==> src/rtl/core/load_regulated_threshold_tuner_assert.svh <==
// assertion macros used by the tuner control fsm
`ifndef LOAD_REGULATED_THRESHOLD_TUNER_ASSERT_SVH
`define LOAD_REGULATED_THRESHOLD_TUNER_ASSERT_SVH

// same-cycle implication
`define LRTT_ASSERT_IMP(lbl, clk, rst_n, ante, cons) \
  lbl: assert property (@(posedge clk) disable iff (!rst_n) (ante) |-> (cons)) \
    else $error("lrtt: implication check failed");

// next-cycle implication
`define LRTT_ASSERT_NXT(lbl, clk, rst_n, ante, cons) \
  lbl: assert property (@(posedge clk) disable iff (!rst_n) (ante) |=> (cons)) \
    else $error("lrtt: next-cycle check failed");

`endif

==> src/rtl/core/lrtt_pkg.sv <==
`default_nettype none

package lrtt_pkg;

  localparam int unsigned CountW = 16;
  localparam int unsigned TotalW = 48;
  localparam int unsigned QW     = 17;
  localparam int unsigned SweepW = 24;
  localparam int unsigned TickW  = 16;
  localparam int unsigned AddrW  = 5;
  localparam int unsigned DataW  = 32;

  // shared serial divider
  localparam int unsigned DivW  = 48;
  localparam int unsigned DvsW  = 24;
  localparam int unsigned DivCntW = 6;
  localparam logic [DivCntW-1:0] LoadSteps  = 6'd32;
  localparam logic [DivCntW-1:0] TicksSteps = 6'd24;
  localparam logic [DivCntW-1:0] BatchSteps = 6'd48;

  // dual serial multiplier
  localparam int unsigned MulAccW = 51;
  localparam int unsigned MulCntW = 5;
  localparam logic [MulCntW-1:0] MulSteps = 5'd17;
  localparam logic signed [MulAccW-1:0] RoundBias = 51'sd32768;

  localparam logic [QW-1:0]  QOne      = 17'd65536;
  localparam logic [15:0]    TruthMin  = 16'd58982;
  localparam logic [15:0]    TruthMax  = 16'd65470;
  localparam logic [13:0]    ValMin    = 14'd655;
  localparam logic [13:0]    ValMax    = 14'd13107;
  localparam logic [17:0]    BatchMin  = 18'd256;
  localparam logic [17:0]    BatchMax  = 18'd200000;
  localparam logic [QW-1:0]  InitAct   = 17'd39322;

  typedef enum logic [2:0] {
    RegTargetLoad    = 3'd0,
    RegThresholdGain = 3'd1,
    RegDecayGain     = 3'd2,
    RegThresholdLow  = 3'd3,
    RegThresholdHigh = 3'd4,
    RegDecayLow      = 3'd5,
    RegSweepPeriod   = 3'd6,
    RegTickPeriod    = 3'd7
  } reg_idx_e;

  typedef enum logic [1:0] {
    DivLoad  = 2'd0,
    DivTicks = 2'd1,
    DivBatch = 2'd2
  } div_op_e;

  typedef enum logic [3:0] {
    S_IDLE       = 4'd0,
    S_LOAD_GO    = 4'd1,
    S_LOAD_WAIT  = 4'd2,
    S_LOAD_TAKE  = 4'd3,
    S_MUL_GO     = 4'd4,
    S_MUL_WAIT   = 4'd5,
    S_UPDATE     = 4'd6,
    S_TICK_WAIT  = 4'd7,
    S_BATCH_GO   = 4'd8,
    S_BATCH_WAIT = 4'd9,
    S_OUT        = 4'd10
  } lrtt_state_e;

  typedef struct packed {
    logic [QW-1:0]     load_setpoint;
    logic [QW-1:0]     threshold_gain;
    logic [QW-1:0]     decay_gain;
    logic [QW-1:0]     threshold_low;
    logic [QW-1:0]     threshold_high;
    logic [QW-1:0]     decay_low;
    logic [SweepW-1:0] sweep_period;
    logic [TickW-1:0]  tick_period;
  } lrtt_cfg_t;

  localparam lrtt_cfg_t CfgReset = '{
    load_setpoint:  17'd45875,
    threshold_gain: 17'd3277,
    decay_gain:     17'd1311,
    threshold_low:  17'd19661,
    threshold_high: 17'd62259,
    decay_low:      17'd49152,
    sweep_period:   24'd3600,
    tick_period:    16'd10
  };

  typedef struct packed {
    logic    capture;
    logic    div_start;
    div_op_e div_op;
    logic    load_take;
    logic    mul_start;
    logic    update;
    logic    out_load;
  } lrtt_cmd_t;

  typedef struct packed {
    logic div_busy;
    logic mul_busy;
  } lrtt_status_t;

endpackage

`default_nettype wire

==> src/rtl/core/lrtt_div.sv <==
`default_nettype none

// restoring divider, one quotient bit a cycle; dividend comes left-aligned
module lrtt_div (
  input  wire logic                              clk_i,
  input  wire logic                              rst_ni,
  input  wire logic                              start_i,
  input  wire logic [lrtt_pkg::DivW-1:0]         dividend_i,
  input  wire logic [lrtt_pkg::DvsW-1:0]         divisor_i,
  input  wire logic [lrtt_pkg::DivCntW-1:0]      steps_i,
  output logic                                   busy_o,
  output logic [lrtt_pkg::DivW-1:0]              quot_o
);

  logic [lrtt_pkg::DivW-1:0]    quo_q;
  logic [lrtt_pkg::DvsW-1:0]    rem_q;
  logic [lrtt_pkg::DvsW-1:0]    dvs_q;
  logic [lrtt_pkg::DivCntW-1:0] cnt_q;
  logic                         busy_q;

  logic [lrtt_pkg::DvsW:0] trial;
  logic [lrtt_pkg::DvsW:0] diff;
  logic                    ge;

  assign trial = {rem_q, quo_q[lrtt_pkg::DivW-1]};
  assign ge    = trial >= {1'b0, dvs_q};
  assign diff  = trial - {1'b0, dvs_q};

  always_ff @(posedge clk_i or negedge rst_ni) begin
    if (!rst_ni) begin
      busy_q <= 1'b0;
      cnt_q  <= '0;
    end else if (start_i) begin
      busy_q <= 1'b1;
      cnt_q  <= steps_i;
    end else if (busy_q) begin
      cnt_q <= cnt_q - 1'b1;
      if (cnt_q == 1) begin
        busy_q <= 1'b0;
      end
    end
  end

  always_ff @(posedge clk_i) begin
    if (start_i) begin
      quo_q <= dividend_i;
      rem_q <= '0;
      dvs_q <= divisor_i;
    end else if (busy_q) begin
      quo_q <= {quo_q[lrtt_pkg::DivW-2:0], ge};
      rem_q <= ge ? diff[lrtt_pkg::DvsW-1:0] : trial[lrtt_pkg::DvsW-1:0];
    end
  end

  assign busy_o = busy_q;
  assign quot_o = quo_q;

endmodule

`default_nettype wire

==> src/rtl/core/lrtt_mul.sv <==
`default_nettype none

// two shift-add multipliers sharing one signed multiplicand, lsb of gain first
module lrtt_mul (
  input  wire logic                        clk_i,
  input  wire logic                        rst_ni,
  input  wire logic                        start_i,
  input  wire logic signed [32:0]          mcand_i,
  input  wire logic [lrtt_pkg::QW-1:0]     gain_a_i,
  input  wire logic [lrtt_pkg::QW-1:0]     gain_b_i,
  output logic                             busy_o,
  output logic signed [34:0]               step_a_o,
  output logic signed [34:0]               step_b_o
);

  logic signed [lrtt_pkg::MulAccW-1:0] mc_q;
  logic signed [lrtt_pkg::MulAccW-1:0] acc_a_q;
  logic signed [lrtt_pkg::MulAccW-1:0] acc_b_q;
  logic [lrtt_pkg::QW-1:0]             ga_q;
  logic [lrtt_pkg::QW-1:0]             gb_q;
  logic [lrtt_pkg::MulCntW-1:0]        cnt_q;
  logic                                busy_q;

  always_ff @(posedge clk_i or negedge rst_ni) begin
    if (!rst_ni) begin
      busy_q <= 1'b0;
      cnt_q  <= '0;
    end else if (start_i) begin
      busy_q <= 1'b1;
      cnt_q  <= lrtt_pkg::MulSteps;
    end else if (busy_q) begin
      cnt_q <= cnt_q - 1'b1;
      if (cnt_q == 1) begin
        busy_q <= 1'b0;
      end
    end
  end

  // accumulators start at the rounding bias so the step is a plain shift
  always_ff @(posedge clk_i) begin
    if (start_i) begin
      mc_q    <= {{(lrtt_pkg::MulAccW-33){mcand_i[32]}}, mcand_i};
      ga_q    <= gain_a_i;
      gb_q    <= gain_b_i;
      acc_a_q <= lrtt_pkg::RoundBias;
      acc_b_q <= lrtt_pkg::RoundBias;
    end else if (busy_q) begin
      if (ga_q[0]) begin
        acc_a_q <= acc_a_q + mc_q;
      end
      if (gb_q[0]) begin
        acc_b_q <= acc_b_q + mc_q;
      end
      mc_q <= mc_q <<< 1;
      ga_q <= ga_q >> 1;
      gb_q <= gb_q >> 1;
    end
  end

  assign busy_o   = busy_q;
  assign step_a_o = acc_a_q[lrtt_pkg::MulAccW-1:16];
  assign step_b_o = acc_b_q[lrtt_pkg::MulAccW-1:16];

endmodule

`default_nettype wire

==> src/rtl/core/lrtt_dp.sv <==
`default_nettype none

module lrtt_dp #(
  parameter int unsigned COUNT_WIDTH       = 16,
  parameter int unsigned INIT_DECAY_FACTOR = 62259
) (
  input  wire logic                            clk_i,
  input  wire logic                            rst_ni,
  input  wire lrtt_pkg::lrtt_cmd_t             cmd_i,
  output lrtt_pkg::lrtt_status_t               status_o,
  input  wire lrtt_pkg::lrtt_cfg_t             cfg_i,
  input  wire logic [lrtt_pkg::CountW-1:0]     occupied_i,
  input  wire logic [lrtt_pkg::CountW-1:0]     capacity_i,
  input  wire logic [lrtt_pkg::TotalW-1:0]     total_records_i,
  output logic [lrtt_pkg::QW-1:0]              activation_level_o,
  output logic [lrtt_pkg::QW-1:0]              decay_factor_o,
  output logic [15:0]                          truth_decay_o,
  output logic [13:0]                          valence_pull_o,
  output logic [17:0]                          batch_count_o
);

  localparam int unsigned MaskBits =
    (COUNT_WIDTH < lrtt_pkg::CountW) ? COUNT_WIDTH : lrtt_pkg::CountW;
  localparam logic [lrtt_pkg::CountW-1:0] CountMask =
    lrtt_pkg::CountW'((33'd1 << MaskBits) - 33'd1);
  localparam logic [lrtt_pkg::QW-1:0] InitDecay = lrtt_pkg::QW'(INIT_DECAY_FACTOR);

  logic [lrtt_pkg::CountW-1:0] occ_q;
  logic [lrtt_pkg::CountW-1:0] cap_q;
  logic [lrtt_pkg::TotalW-1:0] total_q;
  logic [31:0]                 load_q;
  logic [lrtt_pkg::QW-1:0]     act_q;
  logic [lrtt_pkg::QW-1:0]     dec_q;

  logic [lrtt_pkg::QW-1:0] act_out_q;
  logic [lrtt_pkg::QW-1:0] dec_out_q;
  logic [15:0]             truth_out_q;
  logic [13:0]             val_out_q;
  logic [17:0]             batch_out_q;

  logic [lrtt_pkg::DivW-1:0]    dividend;
  logic [lrtt_pkg::DvsW-1:0]    divisor;
  logic [lrtt_pkg::DivCntW-1:0] steps;
  logic [lrtt_pkg::DivW-1:0]    quot;
  logic                         div_busy;
  logic [lrtt_pkg::DvsW-1:0]    tps_eff;
  logic [lrtt_pkg::TickW-1:0]   tick_eff;

  logic signed [32:0] err;
  logic signed [34:0] step_a;
  logic signed [34:0] step_b;
  logic               mul_busy;
  logic signed [35:0] act_sum;
  logic signed [35:0] dec_sum;

  logic signed [17:0] sti;
  logic signed [17:0] half;
  logic signed [17:0] truth_v;
  logic [15:0]        truth_c;
  logic [13:0]        val_c;
  logic [17:0]        batch_c;

  function automatic logic [lrtt_pkg::QW-1:0] clamp_q(
    input logic signed [35:0]      v,
    input logic [lrtt_pkg::QW-1:0] lo,
    input logic [lrtt_pkg::QW-1:0] hi
  );
    logic signed [35:0]      lo_s;
    logic signed [35:0]      hi_s;
    logic [lrtt_pkg::QW-1:0] r;
    lo_s = signed'({19'd0, lo});
    hi_s = signed'({19'd0, hi});
    // crossed window: below low wins
    if (v < lo_s) begin
      r = lo;
    end else if (v > hi_s) begin
      r = hi;
    end else begin
      r = v[lrtt_pkg::QW-1:0];
    end
    return r;
  endfunction

  always_ff @(posedge clk_i) begin
    if (cmd_i.capture) begin
      occ_q   <= occupied_i & CountMask;
      cap_q   <= capacity_i & CountMask;
      total_q <= total_records_i;
    end
    if (cmd_i.load_take) begin
      load_q <= (cap_q == '0) ? 32'd0 : quot[31:0];
    end
  end

  assign tick_eff = (cfg_i.tick_period == '0) ? 16'd1 : cfg_i.tick_period;
  assign tps_eff  = (quot[lrtt_pkg::DvsW-1:0] == '0) ? 24'd1 : quot[lrtt_pkg::DvsW-1:0];

  always_comb begin
    case (cmd_i.div_op)
      lrtt_pkg::DivTicks: begin
        dividend = {cfg_i.sweep_period, 24'd0};
        divisor  = {8'd0, tick_eff};
        steps    = lrtt_pkg::TicksSteps;
      end
      lrtt_pkg::DivBatch: begin
        dividend = total_q;
        divisor  = tps_eff;
        steps    = lrtt_pkg::BatchSteps;
      end
      default: begin
        dividend = {occ_q, 32'd0};
        divisor  = {8'd0, cap_q};
        steps    = lrtt_pkg::LoadSteps;
      end
    endcase
  end

  lrtt_div u_div (
    .clk_i      (clk_i),
    .rst_ni     (rst_ni),
    .start_i    (cmd_i.div_start),
    .dividend_i (dividend),
    .divisor_i  (divisor),
    .steps_i    (steps),
    .busy_o     (div_busy),
    .quot_o     (quot)
  );

  assign err = signed'({1'b0, load_q}) - signed'({16'd0, cfg_i.load_setpoint});

  lrtt_mul u_mul (
    .clk_i    (clk_i),
    .rst_ni   (rst_ni),
    .start_i  (cmd_i.mul_start),
    .mcand_i  (err),
    .gain_a_i (cfg_i.threshold_gain),
    .gain_b_i (cfg_i.decay_gain),
    .busy_o   (mul_busy),
    .step_a_o (step_a),
    .step_b_o (step_b)
  );

  assign act_sum = signed'({19'd0, act_q}) + {step_a[34], step_a};
  assign dec_sum = signed'({19'd0, dec_q}) - {step_b[34], step_b};

  always_ff @(posedge clk_i or negedge rst_ni) begin
    if (!rst_ni) begin
      act_q <= lrtt_pkg::InitAct;
      dec_q <= InitDecay;
    end else if (cmd_i.update) begin
      act_q <= clamp_q(act_sum, cfg_i.threshold_low, cfg_i.threshold_high);
      dec_q <= clamp_q(dec_sum, cfg_i.decay_low, lrtt_pkg::QOne);
    end
  end

  // h = floor((1.0 - decay) / 2), negative when the floor sits above one
  assign sti     = 18'sd65536 - signed'({1'b0, dec_q});
  assign half    = sti >>> 1;
  assign truth_v = 18'sd65536 - half;

  always_comb begin
    if (truth_v < signed'({2'b00, lrtt_pkg::TruthMin})) begin
      truth_c = lrtt_pkg::TruthMin;
    end else if (truth_v > signed'({2'b00, lrtt_pkg::TruthMax})) begin
      truth_c = lrtt_pkg::TruthMax;
    end else begin
      truth_c = truth_v[15:0];
    end
    if (half < signed'({4'd0, lrtt_pkg::ValMin})) begin
      val_c = lrtt_pkg::ValMin;
    end else if (half > signed'({4'd0, lrtt_pkg::ValMax})) begin
      val_c = lrtt_pkg::ValMax;
    end else begin
      val_c = half[13:0];
    end
    if (quot < {30'd0, lrtt_pkg::BatchMin}) begin
      batch_c = lrtt_pkg::BatchMin;
    end else if (quot > {30'd0, lrtt_pkg::BatchMax}) begin
      batch_c = lrtt_pkg::BatchMax;
    end else begin
      batch_c = quot[17:0];
    end
  end

  always_ff @(posedge clk_i) begin
    if (cmd_i.out_load) begin
      act_out_q   <= act_q;
      dec_out_q   <= dec_q;
      truth_out_q <= truth_c;
      val_out_q   <= val_c;
      batch_out_q <= batch_c;
    end
  end

  assign status_o.div_busy = div_busy;
  assign status_o.mul_busy = mul_busy;

  assign activation_level_o = act_out_q;
  assign decay_factor_o     = dec_out_q;
  assign truth_decay_o      = truth_out_q;
  assign valence_pull_o     = val_out_q;
  assign batch_count_o      = batch_out_q;

endmodule

`default_nettype wire

==> src/rtl/core/lrtt_ctrl.sv <==
`default_nettype none

module lrtt_ctrl (
  input  wire logic                   clk_i,
  input  wire logic                   rst_ni,
  input  wire logic                   in_valid_i,
  output logic                        in_ready_o,
  output logic                        out_valid_o,
  input  wire logic                   out_ready_i,
  output lrtt_pkg::lrtt_cmd_t         cmd_o,
  input  wire lrtt_pkg::lrtt_status_t status_i
);

`include "load_regulated_threshold_tuner_assert.svh"

  lrtt_pkg::lrtt_state_e state_q, state_d;
  logic                  out_valid_q, out_valid_d;

  always_ff @(posedge clk_i or negedge rst_ni) begin
    if (!rst_ni) begin
      state_q     <= lrtt_pkg::S_IDLE;
      out_valid_q <= 1'b0;
    end else begin
      state_q     <= state_d;
      out_valid_q <= out_valid_d;
    end
  end

  always_comb begin
    state_d    = state_q;
    in_ready_o = 1'b0;
    cmd_o      = '0;
    cmd_o.div_op = lrtt_pkg::DivLoad;
    unique case (state_q)
      lrtt_pkg::S_IDLE: begin
        in_ready_o = 1'b1;
        if (in_valid_i) begin
          cmd_o.capture = 1'b1;
          state_d       = lrtt_pkg::S_LOAD_GO;
        end
      end
      lrtt_pkg::S_LOAD_GO: begin
        cmd_o.div_start = 1'b1;
        cmd_o.div_op    = lrtt_pkg::DivLoad;
        state_d         = lrtt_pkg::S_LOAD_WAIT;
      end
      lrtt_pkg::S_LOAD_WAIT: begin
        if (!status_i.div_busy) begin
          state_d = lrtt_pkg::S_LOAD_TAKE;
        end
      end
      lrtt_pkg::S_LOAD_TAKE: begin
        // ticks-per-sweep division runs under the multiply
        cmd_o.load_take = 1'b1;
        cmd_o.div_start = 1'b1;
        cmd_o.div_op    = lrtt_pkg::DivTicks;
        state_d         = lrtt_pkg::S_MUL_GO;
      end
      lrtt_pkg::S_MUL_GO: begin
        cmd_o.mul_start = 1'b1;
        state_d         = lrtt_pkg::S_MUL_WAIT;
      end
      lrtt_pkg::S_MUL_WAIT: begin
        if (!status_i.mul_busy) begin
          state_d = lrtt_pkg::S_UPDATE;
        end
      end
      lrtt_pkg::S_UPDATE: begin
        cmd_o.update = 1'b1;
        state_d      = lrtt_pkg::S_TICK_WAIT;
      end
      lrtt_pkg::S_TICK_WAIT: begin
        if (!status_i.div_busy) begin
          state_d = lrtt_pkg::S_BATCH_GO;
        end
      end
      lrtt_pkg::S_BATCH_GO: begin
        cmd_o.div_start = 1'b1;
        cmd_o.div_op    = lrtt_pkg::DivBatch;
        state_d         = lrtt_pkg::S_BATCH_WAIT;
      end
      lrtt_pkg::S_BATCH_WAIT: begin
        if (!status_i.div_busy) begin
          state_d = lrtt_pkg::S_OUT;
        end
      end
      lrtt_pkg::S_OUT: begin
        // wait until the output register is free or being emptied
        if (!out_valid_q || out_ready_i) begin
          cmd_o.out_load = 1'b1;
          state_d        = lrtt_pkg::S_IDLE;
        end
      end
      default: begin
        state_d = lrtt_pkg::S_IDLE;
      end
    endcase
  end

  always_comb begin
    out_valid_d = out_valid_q;
    if (cmd_o.out_load) begin
      out_valid_d = 1'b1;
    end else if (out_ready_i) begin
      out_valid_d = 1'b0;
    end
  end

  assign out_valid_o = out_valid_q;

  `LRTT_ASSERT_IMP(a_no_result_overwrite, clk_i, rst_ni,
                   cmd_o.out_load, !out_valid_q || out_ready_i)
  `LRTT_ASSERT_IMP(a_div_start_idle, clk_i, rst_ni,
                   cmd_o.div_start, !status_i.div_busy)
  `LRTT_ASSERT_IMP(a_mul_start_idle, clk_i, rst_ni,
                   cmd_o.mul_start, !status_i.mul_busy)
  `LRTT_ASSERT_NXT(a_request_starts_work, clk_i, rst_ni,
                   in_valid_i && in_ready_o,
                   state_q == lrtt_pkg::S_LOAD_GO && !in_ready_o)

endmodule

`default_nettype wire

==> src/rtl/core/load_regulated_threshold_tuner.sv <==
`default_nettype none

// channel   direction  handshake              payload
// in        sink       in_valid_i/in_ready_o  occupied, capacity, total_records
// out       source     out_valid_o/out_ready_i activation_level, decay_factor,
//                                             truth_decay, valence_pull, batch_count
// cfg       apb slave  psel/penable/pready    8 registers at 4*index, 32-bit data
//
// request to result is paced by the shared serial divider:
// 32 steps for the load, 24 for ticks per sweep (mostly under the 17-step
// multiply) and 48 for the batch size, one request at a time.
// a new request is taken the cycle after the result enters the output register,
// even while that result waits; a stalled output holds the block in its last state.
// async active-low reset restores the register defaults and both integrators.
module load_regulated_threshold_tuner #(
  parameter int unsigned COUNT_WIDTH       = 16,
  parameter int unsigned INIT_DECAY_FACTOR = 62259
) (
  input  wire logic                            clk_i,
  input  wire logic                            rst_ni,
  input  wire logic                            in_valid_i,
  output logic                                 in_ready_o,
  input  wire logic [lrtt_pkg::CountW-1:0]     occupied_i,
  input  wire logic [lrtt_pkg::CountW-1:0]     capacity_i,
  input  wire logic [lrtt_pkg::TotalW-1:0]     total_records_i,
  output logic                                 out_valid_o,
  input  wire logic                            out_ready_i,
  output logic [lrtt_pkg::QW-1:0]              activation_level_o,
  output logic [lrtt_pkg::QW-1:0]              decay_factor_o,
  output logic [15:0]                          truth_decay_o,
  output logic [13:0]                          valence_pull_o,
  output logic [17:0]                          batch_count_o,
  input  wire logic                            psel,
  input  wire logic                            penable,
  input  wire logic                            pwrite,
  input  wire logic [lrtt_pkg::AddrW-1:0]      paddr,
  input  wire logic [lrtt_pkg::DataW-1:0]      pwdata,
  output logic [lrtt_pkg::DataW-1:0]           prdata,
  output logic                                 pready
);

  lrtt_pkg::lrtt_cfg_t    cfg_q, cfg_d;
  lrtt_pkg::reg_idx_e     reg_idx;
  lrtt_pkg::lrtt_cmd_t    cmd;
  lrtt_pkg::lrtt_status_t status;
  logic                   wr_en;

  assign pready  = 1'b1;
  assign reg_idx = lrtt_pkg::reg_idx_e'(paddr[lrtt_pkg::AddrW-1:2]);
  assign wr_en   = psel && penable && pwrite && pready;

  always_comb begin
    cfg_d = cfg_q;
    if (wr_en) begin
      unique case (reg_idx)
        lrtt_pkg::RegTargetLoad:    cfg_d.load_setpoint  = pwdata[lrtt_pkg::QW-1:0];
        lrtt_pkg::RegThresholdGain: cfg_d.threshold_gain = pwdata[lrtt_pkg::QW-1:0];
        lrtt_pkg::RegDecayGain:     cfg_d.decay_gain     = pwdata[lrtt_pkg::QW-1:0];
        lrtt_pkg::RegThresholdLow:  cfg_d.threshold_low  = pwdata[lrtt_pkg::QW-1:0];
        lrtt_pkg::RegThresholdHigh: cfg_d.threshold_high = pwdata[lrtt_pkg::QW-1:0];
        lrtt_pkg::RegDecayLow:      cfg_d.decay_low      = pwdata[lrtt_pkg::QW-1:0];
        lrtt_pkg::RegSweepPeriod:   cfg_d.sweep_period   = pwdata[lrtt_pkg::SweepW-1:0];
        lrtt_pkg::RegTickPeriod:    cfg_d.tick_period    = pwdata[lrtt_pkg::TickW-1:0];
        default: cfg_d = cfg_q;
      endcase
    end
  end

  always_ff @(posedge clk_i or negedge rst_ni) begin
    if (!rst_ni) begin
      cfg_q <= lrtt_pkg::CfgReset;
    end else begin
      cfg_q <= cfg_d;
    end
  end

  always_comb begin
    unique case (reg_idx)
      lrtt_pkg::RegTargetLoad:    prdata = {15'd0, cfg_q.load_setpoint};
      lrtt_pkg::RegThresholdGain: prdata = {15'd0, cfg_q.threshold_gain};
      lrtt_pkg::RegDecayGain:     prdata = {15'd0, cfg_q.decay_gain};
      lrtt_pkg::RegThresholdLow:  prdata = {15'd0, cfg_q.threshold_low};
      lrtt_pkg::RegThresholdHigh: prdata = {15'd0, cfg_q.threshold_high};
      lrtt_pkg::RegDecayLow:      prdata = {15'd0, cfg_q.decay_low};
      lrtt_pkg::RegSweepPeriod:   prdata = {8'd0, cfg_q.sweep_period};
      lrtt_pkg::RegTickPeriod:    prdata = {16'd0, cfg_q.tick_period};
      default:                    prdata = '0;
    endcase
  end

  lrtt_ctrl u_ctrl (
    .clk_i       (clk_i),
    .rst_ni      (rst_ni),
    .in_valid_i  (in_valid_i),
    .in_ready_o  (in_ready_o),
    .out_valid_o (out_valid_o),
    .out_ready_i (out_ready_i),
    .cmd_o       (cmd),
    .status_i    (status)
  );

  lrtt_dp #(
    .COUNT_WIDTH       (COUNT_WIDTH),
    .INIT_DECAY_FACTOR (INIT_DECAY_FACTOR)
  ) u_dp (
    .clk_i              (clk_i),
    .rst_ni             (rst_ni),
    .cmd_i              (cmd),
    .status_o           (status),
    .cfg_i              (cfg_q),
    .occupied_i         (occupied_i),
    .capacity_i         (capacity_i),
    .total_records_i    (total_records_i),
    .activation_level_o (activation_level_o),
    .decay_factor_o     (decay_factor_o),
    .truth_decay_o      (truth_decay_o),
    .valence_pull_o     (valence_pull_o),
    .batch_count_o      (batch_count_o)
  );

endmodule

`default_nettype wire
==> config.mk <==
export PLATFORM = sky130hd
export DESIGN_NAME = load_regulated_threshold_tuner
export DESIGN_NICKNAME = d
export VERILOG_FILES = /design/src/rtl/core/lrtt_pkg.sv /design/src/rtl/core/lrtt_div.sv /design/src/rtl/core/lrtt_mul.sv /design/src/rtl/core/lrtt_dp.sv /design/src/rtl/core/lrtt_ctrl.sv /design/src/rtl/core/load_regulated_threshold_tuner.sv
export VERILOG_INCLUDE_DIRS = /design/src /design/src/rtl/core
export SDC_FILE = /design/constraint.sdc
export NUM_CORES = 2
export LEC_CHECK = 0
export BUFFER_PORTS_ARGS = -buffer_cell sky130_fd_sc_hd__buf_4
export CORE_ASPECT_RATIO = 0.75
export CORE_UTILIZATION = 35
export CTS_CLUSTER_DIAMETER = 40
export DETAILED_ROUTE_END_ITERATION = 10
export PLACE_DENSITY = 0.6
export SYNTH_ARGS = -nofsm -noshare
export SYNTH_HDL_FRONTEND = slang
export SYNTH_SLANG_ARGS = --single-unit
export TNS_END_PERCENT = 100
==> constraint.sdc <==
create_clock -name clk_i -period 4.97 [get_ports clk_i]
set_input_delay 0.994 -clock clk_i [delete_from_list [all_inputs] [get_ports clk_i]]
set_output_delay 0.994 -clock clk_i [all_outputs]
set_load 0.01 [all_outputs]
Yosys cells after proc, flatten, opt, wreduce, memory -nomap -nowiden
Cells that the tools add are included.
{"block": "totals", "reg_bits": 671, "latch_bits": 0, "ramBits": 0, "romBits": 0, "input_bits": 124, "out_inout_bits": 117, "word_cells": 160, "memories": 0}
{"block": "classes", "n_addsub": 10, "mul": 0, "n_div": 0, "magnitude_cmp": 11, "n_eq_ne": 27, "n_shift": 0, "n_mux": 50, "bitwise": 0, "reduce_logical": 26}
{"op": "$pmux 32 s8", "n": 1}
{"op": "$mux 17", "n": 8}
{"op": "$add 51x51->51", "n": 2}
{"op": "$mux 51", "n": 2}
{"op": "$mux 48", "n": 2}
{"op": "$pmux 48 s2", "n": 1}
{"op": "$lt 36x18->1", "n": 2}
{"op": "$gt 48x18->1 const B", "n": 1}
{"op": "$lt 48x9->1 const B", "n": 1}
{"op": "$mux 24", "n": 2}
{"op": "$pmux 24 s2", "n": 1}
{"op": "$pmux 4 s11", "n": 1}
{"op": "$add 18x35->36", "n": 1}
{"op": "$gt 36x18->1", "n": 1}
{"op": "$gt 36x18->1 const B", "n": 1}
{"op": "$sub 18x35->36", "n": 1}
{"op": "$sub 32x17->33", "n": 1}
{"op": "$logic_not 16->1", "n": 2}
{"op": "$ge 25x24->1", "n": 1}
{"op": "$logic_not 24->1", "n": 1}
{"op": "$mux 4", "n": 6}
{"op": "$sub 24x24->24", "n": 1}
{"op": "$reduce_and 2->1", "n": 10}
{"op": "$gt 18x17->1 const B", "n": 1}
{"op": "other kinds (37)", "n": 73}

Logic depth before layout (Yosys ltp)
{"block": "depth", "word_depth": 5, "depth_mapped": 24, "ltp_nobuf": 22}

Modules after synthesis
A second synthesis with hierarchy kept.
{"block": "unflattened", "hier_cells": 4163, "area_unflattened_um2": 41706.2}
{"mod": "lrtt_dp", "instances": 1, "cells_per_inst": 1584, "area_per_inst_um2": 15399.8, "seq_area_each_um2": 6698.9}
{"mod": "lrtt_mul", "instances": 1, "cells_per_inst": 1545, "area_per_inst_um2": 13593.0, "seq_area_each_um2": 4744.6}
{"mod": "load_regulated_threshold_tuner", "instances": 1, "cells_per_inst": 470, "area_per_inst_um2": 6601.3, "seq_area_each_um2": 3614.7}
{"mod": "lrtt_div", "instances": 1, "cells_per_inst": 516, "area_per_inst_um2": 5726.7, "seq_area_each_um2": 2817.7}
{"mod": "lrtt_ctrl", "instances": 1, "cells_per_inst": 48, "area_per_inst_um2": 385.4, "seq_area_each_um2": 125.1}

Worst setup path after synthesis
Ideal clock, no wire load.
{"block": "synth_timing", "kind": "input to register", "start": "input out_ready_i", "end": "register u_dp.act_out_q, in the netlist u_dp.activation_level_o[0] (enable)", "setup_time_ns": 0.523, "arrival_ns": 4.475, "required_time_ns": 4.447, "setup_slack_ns": -0.027, "stages": 2, "path_buffers": 0, "cell_sequence": "nor2b_1 -> nor2_1"}
{"element": "from (decl)", "line": "load_regulated_threshold_tuner.sv:27", "text": "input wire logic out_ready_i,"}
{"element": "to (signal assigned)", "line": "lrtt_dp.sv:187", "text": "act_out_q <= act_q;"}
{"element": "to (decl)", "line": "lrtt_dp.sv:35", "text": "logic [lrtt_pkg::QW-1:0] act_out_q;"}

Worst setup path in the final report
{"block": "layout_timing", "start": "register u_dp.act_q[0] (netlist bit)", "end": "register u_dp.act_q[9] (netlist bit)"}
{"block": "layout_via", "elab_chain_cells": 4, "word_cells_on_any_way": 5, "cone_classes": "add/sub (1); order compare (2); mux (2)"}
{"element": "from (decl)", "line": "lrtt_dp.sv:32", "text": "logic [lrtt_pkg::QW-1:0] act_q;"}
{"element": "from (signal assigned)", "line": "lrtt_dp.sv:148", "text": "act_q <= lrtt_pkg::InitAct;"}
{"element": "from (signal assigned)", "line": "lrtt_dp.sv:151", "text": "act_q <= clamp_q(act_sum, cfg_i.threshold_low, cfg_i.threshold_high);"}
{"element": "$add 18x35->36 *", "line": "lrtt_dp.sv:143", "text": "assign act_sum = signed'({19'd0, act_q}) + {step_a[34], step_a};"}
{"element": "$gt 36x18->1", "line": "lrtt_dp.sv:76", "text": "end else if (v > hi_s) begin"}
{"element": "$mux 17", "line": "lrtt_dp.sv:76"}
{"element": "$mux 17 *", "line": "lrtt_dp.sv:74", "text": "if (v < lo_s) begin"}
Mark *: on every way between the ends. The rest lies on a longest branch, timed or not.
A chain may end at the register's enable or synchronous reset.

==> impl_metrics.py <==
metrics = {
    "status": {
        "status": "finished, final reports clean",
    },
    "worst_setup_path": {
        "crit_path_top_delay_cell": "or4b_2",
        "cpPeakStageDelay_ns": 0.65,
        "cp_max_fo": 11,
        "arrival_ns": 5.29,
        "r2r_slack_ns": 0.27,
        "cp.required_ns": 5.56,
        "path_buf_inv": 1,
        "reg2reg_to": "u_dp.act_q[9]$_DFFE_PN0P_",
        "cp.depth": 20,
        "crit-reg2reg-launch": "u_dp.act_q[0]$_DFFE_PN0P_",
        "reg2regPathDepth": 20,
        "path_delay_family": "compound AO/OA/AOI/OAI gates",
        "start_kind": "register",
        "path_cells": "ha_1, fa_1, a21o_1, a21oi_2, o21ai_1, a41oi_2, nor2b_1, o21a_1, o31a_1, ha_1, nand3_1, nor2_1, o21ai_0, a211oi_1, o311a_1, a211oi_2, or4b_2, buf_4, o221ai_1, o21ai_0",
        "end_kind": "register",
        "critPathKind": "register to register",
    },
    "floorplanning": {
        "io_pins": 241,
        "die_w_um": 387,
        "dieHeight_um": 291,
        "start_util_pct": 35.4,
        "core_area_um2": 110000,
        "dieArea_um2": 112000,
        "rows": 105,
    },
    "timing": {
        "max_freq_mhz": 213,
        "setup_violations": 0,
        "period_minus_slack_ns": 4.70,
        "clock_skew_ns": 0.0716,
        "tightest_slew_ns": 1.31,
        "final-hold-violation-count": 0,
        "maxSlewViolCount": 0,
        "slew_headroom_pct": 11.8,
        "grt_setup_unrepaired": "no",
        "fin_crit_sh_pct": 94.6,
    },
    "place": {
        "io_buffers": 221,
        "place_congestion": 0.940,
        "dpl.hpwl_mm": 91.8,
        "placed_cells": 5632,
    },
    "clock_network": {
        "worstSkewPairLatency_ns": 0.73,
        "cts.hold.buffers_added": 0,
        "cts_tree": "yes",
        "cts.htree.levels": 3,
        "cts_buffers": 97,
        "cts-root-buf": "clkbuf_16",
        "clk_pin_slew_ns": 0.06,
        "clock_path_buffers": 3,
        "cts.sinks": 671,
    },
    "yosys": {
        "ys_ff_latch": 671,
        "synth_warnings": 0,
        "async_flop_share_pct": 28.9,
        "synth-main-ff-cell": "edfxtp_1",
        "syn_inst": 4071,
        "ys_seq_area_share_pct": 46.3,
        "synth_cell_type_count": 88,
        "synth_edf_count": 351,
        "netlist.top_cell.by_area": "edfxtp_1",
        "avgSynthCellArea_um2": 9.54,
        "syn_area_um2": 38900,
        "synth_top_cell_area_share_pct": 27.1,
        "synth.area.top_cells": "edfxtp_1 (27%), dfrtp_1 (8.2%), ha_1 (7.6%)",
    },
    "finish": {
        "final_cell_mix": "nand2_1 (593), edfxtp_1 (351), a21oi_1 (316)",
        "drive_gt1_share_pct": 15.8,
        "fin_util_pct": 41.7,
        "n_fill_cell": 10600,
        "fin_cells": 5819,
        "area_delta_synth_final_pct": 17.6,
        "layout_commonest_cell": "nand2_1",
        "fin_nets": 4654,
    },
    "global_route": {
        "grt_use_total_pct": 21.4,
        "grt_pass1_vias": 29500,
        "grt_antenna_before_repair": 6,
        "grt_first_pass_wirelength_mm": 186,
        "grt_max_degree": 123,
        "grt_overflow": 0,
    },
    "routing": {
        "ant_nets": 0,
        "drc_errors": 0,
        "first_pass_iters": 6,
        "post_drt_via_cell_ratio": 5.50,
        "vias": 32000,
        "drtIter0Drc": 3293,
        "avgRoutedWirePerCell_um": 21.1,
        "routed_wl_mm": 123,
    },
    "run": {
        "cap_violations": 0,
    },
    "power": {
        "p_leak_uw": 0.0191,
        "vdd_ir_drop_max_v": 0.000345,
        "p_per_area_nw_per_um2": 720,
    },
    "min_path": {
        "hp-class": "primary input to asynchronous set/reset pin",
    },
}
==> cell usage after synthesis (9+ instances only) <==
library cell  instances
a21boi_0             17
dfstp_2              67
o21a_1               43
mux2i_1              29
or2_2                14
o211ai_2             10
nor4_1               39
o211ai_1             26
a21o_1              111
xor2_1               64
a22oi_1              37
dfxtp_1             126
a31oi_1              24
dfrtp_1             127
and3_1               31
nor2b_1              38
nand4_1              44
a21oi_1             320
edfxtp_1            351
o22ai_1              34
clkbuf_1            159
a31o_2                9
or3_1                21
nor3_1               60
o21ai_0             294
ha_1                235
nor2_1              243
nand2_1             596
nand2b_1             45
a221oi_1              9
and2_1               69
buf_4                10
xnor2_1             134
buf_1                12
a22o_1               12
mux2_2               83
nand3_1             104
o31ai_1              30
a211oi_1             52
o21bai_1             20
inv_1               193
==> area by class of cell <==
class | instances | area (um^2) | share of cell area, %
antenna | 1 | 2.50 | 0.00548
clock buffer | 106 | 2500 | 5.47
clock inverter | 78 | 868 | 1.90
inverter | 194 | 728 | 1.59
multi-input combinational | 3032 | 19500 | 42.7
sequential | 671 | 18000 | 39.4
tap | 1444 | 1810 | 3.95
timing repair buffer | 293 | 2260 | 4.94
==> report_power, final <==
group	switching [uW]	internal, uW	total [uW]	leakage [uW]
combinational	9450	6230	15700	0.0107
sequential	2030	8140	10200	0.00674
clock	3040	4010	7060	0.00163
total	14500	18400	32900	0.0191
==> through the flow <==
stage / setup TNS [ns] / total power [uW] / hold slack [ns] / setup WS (ns) / cell area [um^2]
6_report: 0 / 32900 / 0.300 / 0.268 / 45700
5_1_grt: 0 / 35300 / 0.398 / 0.00115 / 45700
4_1_cts: 0 / 32700 / 0.388 / 0.0635 / 45600
3_5_place_dp: -0.198 / 25500 / 0.453 / -0.0306 / 42300
3_3_place_gp: 0 / 25300 / 0.444 / 0.0445 / 42300
2_1_floorplan: 0 / 20900 / 0.436 / 0.150 / 38900
==> worst max-delay path by stage <==
| stage | from | end | slack (ns) |
|---|---|---|---|
| 6_report | u_dp.act_q[0]$_DFFE_PN0P_ | u_dp.act_q[9]$_DFFE_PN0P_ | 0.27 |
| 3_5_place_dp | u_dp.act_q[0]$_DFFE_PN0P_ | u_dp.act_q[0]$_DFFE_PN0P_ | -0.03 |
| 4_1_cts | u_dp.act_q[0]$_DFFE_PN0P_ | u_dp.act_q[9]$_DFFE_PN0P_ | 0.06 |
| 3_3_place_gp | u_dp.act_q[0]$_DFFE_PN0P_ | u_dp.act_q[0]$_DFFE_PN0P_ | 0.04 |
| 5_1_grt | u_dp.dec_q[0]$_DFFE_PN1P_ | u_dp.dec_q[0]$_DFFE_PN1P_ | 0.001 |
| 2_1_floorplan | u_dp.act_q[0]$_DFFE_PN0P_ | u_dp.act_q[11]$_DFFE_PN1P_ | 0.15 |
==> cell families after synthesis <==
group	Yosys count	synth area share (%)
compound gates	1120	18.1
xor+xnor	198	4.46
fa+ha+maj	241	7.88
buf+inv	378	3.77
flops	671	46.3
mux	118	3.50
other cells	2	0.0193
simple gates	1343	15.9
==> flip-flops by register name, summed over array words and instances (netlist names), 4 cells and up <==
name / flops
u_dp.batch_count_o: 18
u_dp.decay_factor_o: 17
u_dp.total_q: 48
u_dp.u_mul.acc_a_q: 51
u_dp.u_mul.gb_q: 17
u_dp.u_mul.acc_b_q: 51
u_dp.u_div.dvs_q: 24
u_dp.dec_q: 17
u_dp.act_q: 17
u_dp.u_div.rem_q: 24
u_ctrl.state_q: 4
u_dp.u_mul.mc_q: 51
u_dp.u_div.cnt_q: 6
u_dp.activation_level_o: 17
u_dp.truth_decay_o: 16
u_dp.valence_pull_o: 14
u_dp.u_mul.cnt_q: 5
u_dp.u_mul.ga_q: 17
u_dp.cap_q: 16
cfg_q: 142
u_dp.load_q: 32
u_dp.occ_q: 16
u_dp.u_div.quot_o: 48
==> repair_timing <==
action,in CTS,in global routing
setup buffers,0,2
hold endpoints to repair,0,0
endpoints found under the setup margin,16,30
resized for setup,2,8
pin swaps,1,5
==> per-layer routing <==
metal | up-vias | global-route usage [%] | part of all wire, %
met2 | 1201 | 29.3 | 40
met3 | 171 | 4.91 | 8.8
li1 | 15200 | - | -
met4 | 4 | 4.66 | 1.9
met1 | 15400 | 33.4 | 49
met5 | - | 0 | 0.024
Note: power is estimated with default switching activity, not from simulation.
